### src/hw/rtl/rbl_pkg.sv
package rbl_pkg;

	localparam int DATA_W = 64;
	localparam int KIND_W = 4;
	localparam int MODE_W = 3;
	localparam int QUEUE_DEPTH = 2;

	localparam logic [MODE_W-1:0] MODE_RESERVE = 3'd0;
	localparam logic [MODE_W-1:0] MODE_RELEASE = 3'd1;
	localparam logic [MODE_W-1:0] MODE_COMMIT  = 3'd2;
	localparam logic [MODE_W-1:0] MODE_READ    = 3'd3;
	localparam logic [MODE_W-1:0] MODE_LIMIT   = 3'd4;

	localparam logic [KIND_W-1:0] CUM_KIND_RESET = 4'd5;

	typedef enum logic [2:0] {
		OP_RESERVE = 3'd0,
		OP_RELEASE = 3'd1,
		OP_COMMIT  = 3'd2,
		OP_READ    = 3'd3,
		OP_LIMIT   = 3'd4,
		OP_BAD     = 3'd5
	} op_t;

	typedef struct packed {
		logic [MODE_W-1:0] mode;
		logic [KIND_W-1:0] kind;
		logic [DATA_W-1:0] amount;
		logic [DATA_W-1:0] used;
		logic              cancel;
	} in_item_t;

	typedef struct packed {
		logic              ok;
		logic [DATA_W-1:0] reserved_total;
		logic [DATA_W-1:0] committed_total;
		logic [DATA_W-1:0] peak_total;
		logic [DATA_W-1:0] cumulative_total;
	} out_item_t;

	typedef struct packed {
		op_t               op;
		logic [KIND_W-1:0] kind;
		logic [DATA_W-1:0] amount;
		logic [DATA_W-1:0] used;
		logic              cancel;
	} cmd_t;

endpackage

### src/hw/rtl/rbl_queue.sv
module rbl_queue (
	input  logic          clk,
	input  logic          arst_n,
	input  logic          push,
	input  rbl_pkg::cmd_t push_cmd,
	output logic          full,
	input  logic          pop,
	output rbl_pkg::cmd_t pop_cmd,
	output logic          empty
);
	import rbl_pkg::*;

	localparam int PW = (QUEUE_DEPTH > 1) ? $clog2(QUEUE_DEPTH) : 1;
	localparam int CW = $clog2(QUEUE_DEPTH + 1);

	cmd_t           slot_q [QUEUE_DEPTH];
	logic [PW-1:0]  wr_ptr_q;
	logic [PW-1:0]  rd_ptr_q;
	logic [CW-1:0]  count_q;

	assign full    = (count_q == CW'(QUEUE_DEPTH));
	assign empty   = (count_q == '0);
	assign pop_cmd = slot_q[rd_ptr_q];

	always_ff @(posedge clk or negedge arst_n) begin
		if (!arst_n) begin
			wr_ptr_q <= '0;
			rd_ptr_q <= '0;
			count_q  <= '0;
		end else begin
			if (push) begin
				wr_ptr_q <= (wr_ptr_q == PW'(QUEUE_DEPTH - 1)) ? '0 : wr_ptr_q + 1'b1;
			end
			if (pop) begin
				rd_ptr_q <= (rd_ptr_q == PW'(QUEUE_DEPTH - 1)) ? '0 : rd_ptr_q + 1'b1;
			end
			if (push && !pop) begin
				count_q <= count_q + 1'b1;
			end else if (pop && !push) begin
				count_q <= count_q - 1'b1;
			end
		end
	end

	always_ff @(posedge clk) begin
		if (push) begin
			slot_q[wr_ptr_q] <= push_cmd;
		end
	end

endmodule

### config.mk
export PLATFORM = sky130hd
export DESIGN_NAME = rbl_queue
export DESIGN_NICKNAME = d
export VERILOG_FILES = /design/src/hw/rtl/rbl_pkg.sv /design/src/hw/rtl/rbl_queue.sv
export SDC_FILE = /design/constraint.sdc
export NUM_CORES = 1
export LEC_CHECK = 0
export ABC_AREA = 1
export ABC_CLOCK_PERIOD_IN_PS = 6900
export BUFFER_PORTS_ARGS = -buffer_cell sky130_fd_sc_hd__buf_2
export CORE_ASPECT_RATIO = 0.5
export CORE_MARGIN = 1
export CORE_UTILIZATION = 49
export CTS_BUF_LIST = sky130_fd_sc_hd__clkbuf_8
export DETAILED_ROUTE_END_ITERATION = 8
export HOLD_SLACK_MARGIN = 0.06
export PLACE_DENSITY_LB_ADDON = 0.2
export SETUP_SLACK_MARGIN = 0.15
export SYNTH_ARGS = -nofsm -noshare
export SYNTH_HDL_FRONTEND = slang
export SYNTH_SLANG_ARGS = --single-unit
### constraint.sdc
create_clock -name clk -period 6.9 [get_ports clk]
set_input_delay 0.69 -clock clk [delete_from_list [all_inputs] [get_ports clk]]
set_output_delay 0.69 -clock clk [all_outputs]
set_load 0.03 [all_outputs]
# Word-level counts from Yosys, hierarchy flattened

Memory sizes are Yosys's and may differ from the RTL's.
Cells that the tools add are included.

Latch bits: 0
Bits in writable memories: 272
Memory bits (read-only): 0
Word-level logic and storage cells: 21
Input bits: 140
Bits in registers: 4
Memories: 1

Memories:

| memory | depth | width | rd ports | clocked after memory_dff | write ports | line            | RTL |
|---|---|---|---|---|---|---|---|
| slot_q | 2     | 136   | 1        | 0                        | 1           | rbl_queue.sv:16 | `cmd_t slot_q [QUEUE_DEPTH];` |

$mul: 0
$lt $le $gt $ge: 0
Add/subtract/negate cells: 4
Div/mod/pow operators: 0
Shift operators: 0
Multiplexer cells: 6
Bitwise logic cells: 0
Eq/ne operators: 1
Reduce and logical (&&, ||, !) cells: 6

Operators with widths:

| operator                                                            | number |
|---|---|
| 1-bit 2-to-1 mux                                                    | 4 |
| 2-bit 2-to-1 mux                                                    | 2 |
| 1-bit adder (second input constant)                                 | 2 |
| 2-bit by 1-bit adder with 2-bit output (second input constant)      | 1 |
| 2-bit == test (second input constant)                               | 1 |
| 1-bit logical AND                                                   | 2 |
| 1-bit zero test                                                     | 2 |
| 2-bit zero test                                                     | 1 |
| 2-bit nonzero test                                                  | 1 |
| 2-bit by 1-bit subtractor with 2-bit output (second input constant) | 1 |

# Depth between registers and ports, before layout

Depth after elaboration: 4
Gate-level depth with buffers: 7
Depth with buffers taken out: 7

# Worst setup path before layout

Ideal clock, no wire load.

Path type: input port to flip-flop
From: input port push
To: memory slot_q[0][0] (netlist name) (enable)
Path buffers: 0
Setup slack: -154 ps
Data arrival time: 6418 ps
Stages on the path: 2
Path through: inv_1 > nor2_1

Word-level cells in the longest chain between the ends: 2

Ends and longest elaborated chain:

| what                                   | line            | RTL |
|---|---|---|
| from (decl)                            | rbl_queue.sv:4  | `input logic push,` |
| 1-bit 2-to-1 mux                       | rbl_queue.sv:46 | `if (push) begin` |
| 1-bit 2-to-1 mux (not written as such) | rbl_queue.sv:47 | `slot_q[wr_ptr_q] <= push_cmd;` |
| to (decl)                              | rbl_queue.sv:16 |  |

No other way between the ends.

==> impl_metrics.toml <==
[placed_design]
portBuffers = 277
gp_congestion = 0.7784
dp_hpwl_mm = 12.23
placed_cells = 980

[logic_synthesis]
ys_async_sr_fraction_pct = 1.449
synth_edf_count = 272
ys_ff_latch = 276
syn_inst = 448
yosys_warnings = 0
syn_nets = 589
synth_seq_area_share_pct = 81.86
synth_common_cells = "edfxtp_1 (272), mux2_2 (136), clkbuf_8 (10), inv_1 (7)"
synth_cell_type_count = 13
avgSynthCellArea_sq_um = 22.54
synth.area.top_cells = "edfxtp_1 (81%), mux2_2 (15%), clkbuf_8 (1.4%)"
ys.flop_type = "edfxtp_1"
synthDominantCellAreaShare_pct = 80.87
synth.largest_area_cell = "edfxtp_1"
syn-cell-area_sq_um = 10100
synth_most_common_cell = "edfxtp_1"

[power_and_ir_drop]
finalPower_mw = 5.359
clkPwrFrac_pct = 20.8
internal-power_mw = 3.402
power.density_nw_per_um2 = 434.2
combPwrFrac_pct = 34.8
power.switching_mw = 1.956
p_leak_nw = 4.703
seqPwrFrac_pct = 44.4
vdd_ir_drop_max_mv = 0.3225
swShare_pct = 36.51

[drt]
num_vias = 5135
avgViaCountPerCell = 4.904
post-route-drc-count = 0
drt_pass1_iterations = 4
routed_wl_mm = 19.14
avgRoutedWirePerCell_um = 18.28
drt-initial-drc-count = 261
drtAntennaViolNets = 0

[worst_setup_path]
crit_chain = "buf_4, mux2_2, buf_2"
crit_slowest_cell = "dfrtp_4"
critPathCaptureType = "output pin"
critPathKind = "flip-flop to output pin"
worstPathRequired_ns = 6.21
critPathMaxStageDelay_ns = 1.04
cp-start-kind = "flip-flop"
worstPathMaxFanout = 70
cp.arrival_ns = 3.10

[global_routing]
grt_overflow_total = 0
grt_pass1_vias = 5378
grt_pass1_wl_mm = 28.73
grt_use_total_pct = 17.78
grt_max_degree = 87
antenna_found_initial = 4

[timing]
period_share_pct = 54.92
setup_viol = 0
rsz0062_at_grt = "false"
finalMaxSlewViolations = 0
min_period_ns = 3.789
fmax_mhz = 263.9
hold_viol = 0
finClkSkew_ns = 0.01485
relSlewSlack_pct = 20.56
worst_pin_slew_ns = 1.192
timing.hold.ws_ns = 0.3566
setup_tns_ns = 0

[clock_tree]
cts_tree = "done"
cts_num_sinks = 276
clockBufferDepth = 3
cts-resized-gates = 0
cts.htree.levels = 2
cts_root_buffer = "clkbuf_8"
clock_latency_ns = 0.52
cts_buffers = 39
cts_setup_buffers = 0
clk_pin_slew_ns = 0.07

[run_status]
run_status = "complete, no violations"

[floorplan]
core.rowCount = 36
start_util_pct = 50.96
die_h_um = 103.5
core_area_sq_um = 19820
die-area_sq_um = 21220
ios = 278
dieWidth_um = 205.0

[finish]
num-fill-cells = 1510
syn_to_final_growth_pct = 22.20
fin_nets = 897
drive_above_1_share_pct = 59.74
fin_cells = 1047

[run]
cap_viol_max_count = 0

[hold_path]
hp-class = "input pin to flip-flop"
## metal layers
layer  GRT usage [%]  vias to the layer above  wire length, um
met5               0                        -               35
met4           5.238                        6              354
met3           6.419                       43             1436
met2           30.16                      154             9693
met1           21.25                     2537             7620
li1                -                     2395                -
## timing repair
item / 4_1_cts / 5_1_grt
hold buffers: 1 / 0
setup endpoints to repair: 0 / 0
hold endpoints to repair: 4 / 0
## area by class of cell
class / count / area [sq um] / area share, %
multi-input combinational: 150 / 1619 / 13.12
clock inverter: 25 / 107.6 / 0.8719
antenna: 1 / 2.502 / 0.02028
timing repair buffer: 282 / 1426 / 11.56
clock buffer: 40 / 550.5 / 4.461
tap: 266 / 332.8 / 2.697
inverter: 7 / 31.28 / 0.2534
sequential: 276 / 8272 / 67.02
## registers in the layout (all words and copies together) (netlist names)
signal    cells
wr_ptr_q      1
rd_ptr_q      1
count_q       2
slot_q      272
## layout by cell type (no fill, tap or decap), drive strengths merged, types with 2 or more instances in the layout
cell type / Yosys / layout
dfrtp: 4 / 4
buf: 5 / 281
clkinv: 0 / 12
edfxtp: 272 / 272
mux2: 136 / 136
inv: 7 / 19
nand2: 5 / 5
clkbuf: 10 / 40
xor2: 2 / 2
nor2: 3 / 3
## critical path, delay by kind of cell (launching register included)
family                 cells  cell delay [ns]
multiplexers               1             0.44
flip-flops                 1             1.04
buffers and inverters      2             1.04
## path summary, 6_finish.rpt
path,from,to,slack (ns),cells after the start
worst max-delay path,rd_ptr_q$_DFFE_PN0P_,pop_cmd[39],3.11,3
worst min-delay path,push_cmd[17],slot_q[1][17]$_DFFE_PP_,0.36,1
worst max register to register,wr_ptr_q$_DFFE_PN0P_,slot_q[0][51]$_DFFE_PP_,4.42,2
worst min register to register,count_q[1]$_DFFE_PN0P_,count_q[1]$_DFFE_PN0P_,0.51,2
max in group asynchronous,arst_n,rd_ptr_q$_DFFE_PN0P_,6.25,2
min in group asynchronous,arst_n,count_q[0]$_DFFE_PN0P_,0.51,2
## power groups by stage
stage	Clock [mW]	Sequential [mW]	Combinational [mW]
2_1_floorplan	0	2.35	1.52
3_3_place_gp	0	2.40	1.88
3_5_place_dp	0	2.42	1.88
4_1_cts	1.16	2.38	1.89
5_1_grt	1.23	2.42	1.97
6_report	1.12	2.38	1.86
## logic make-up after synthesis
family	count (synthesis)	synth area share, %
mux	136	15.16
xor+xnor	3	0.2602
fa+ha+maj	1	0.1239
flops	276	81.86
simple gates	10	0.4088
buf+inv	22	2.180
## stage by stage
stage / area (sq um) / utilization [%] / setup WS, ns
floorplan: 10100 / - / 2.217
global placement: 11670 / 58.89 / 3.608
detailed placement: 11670 / 58.89 / 3.621
CTS: 12340 / 62.26 / 3.033
global route: 12340 / 62.27 / 2.893
finish: 12340 / 62.27 / 3.111
(Power assumes the default switching activity.)
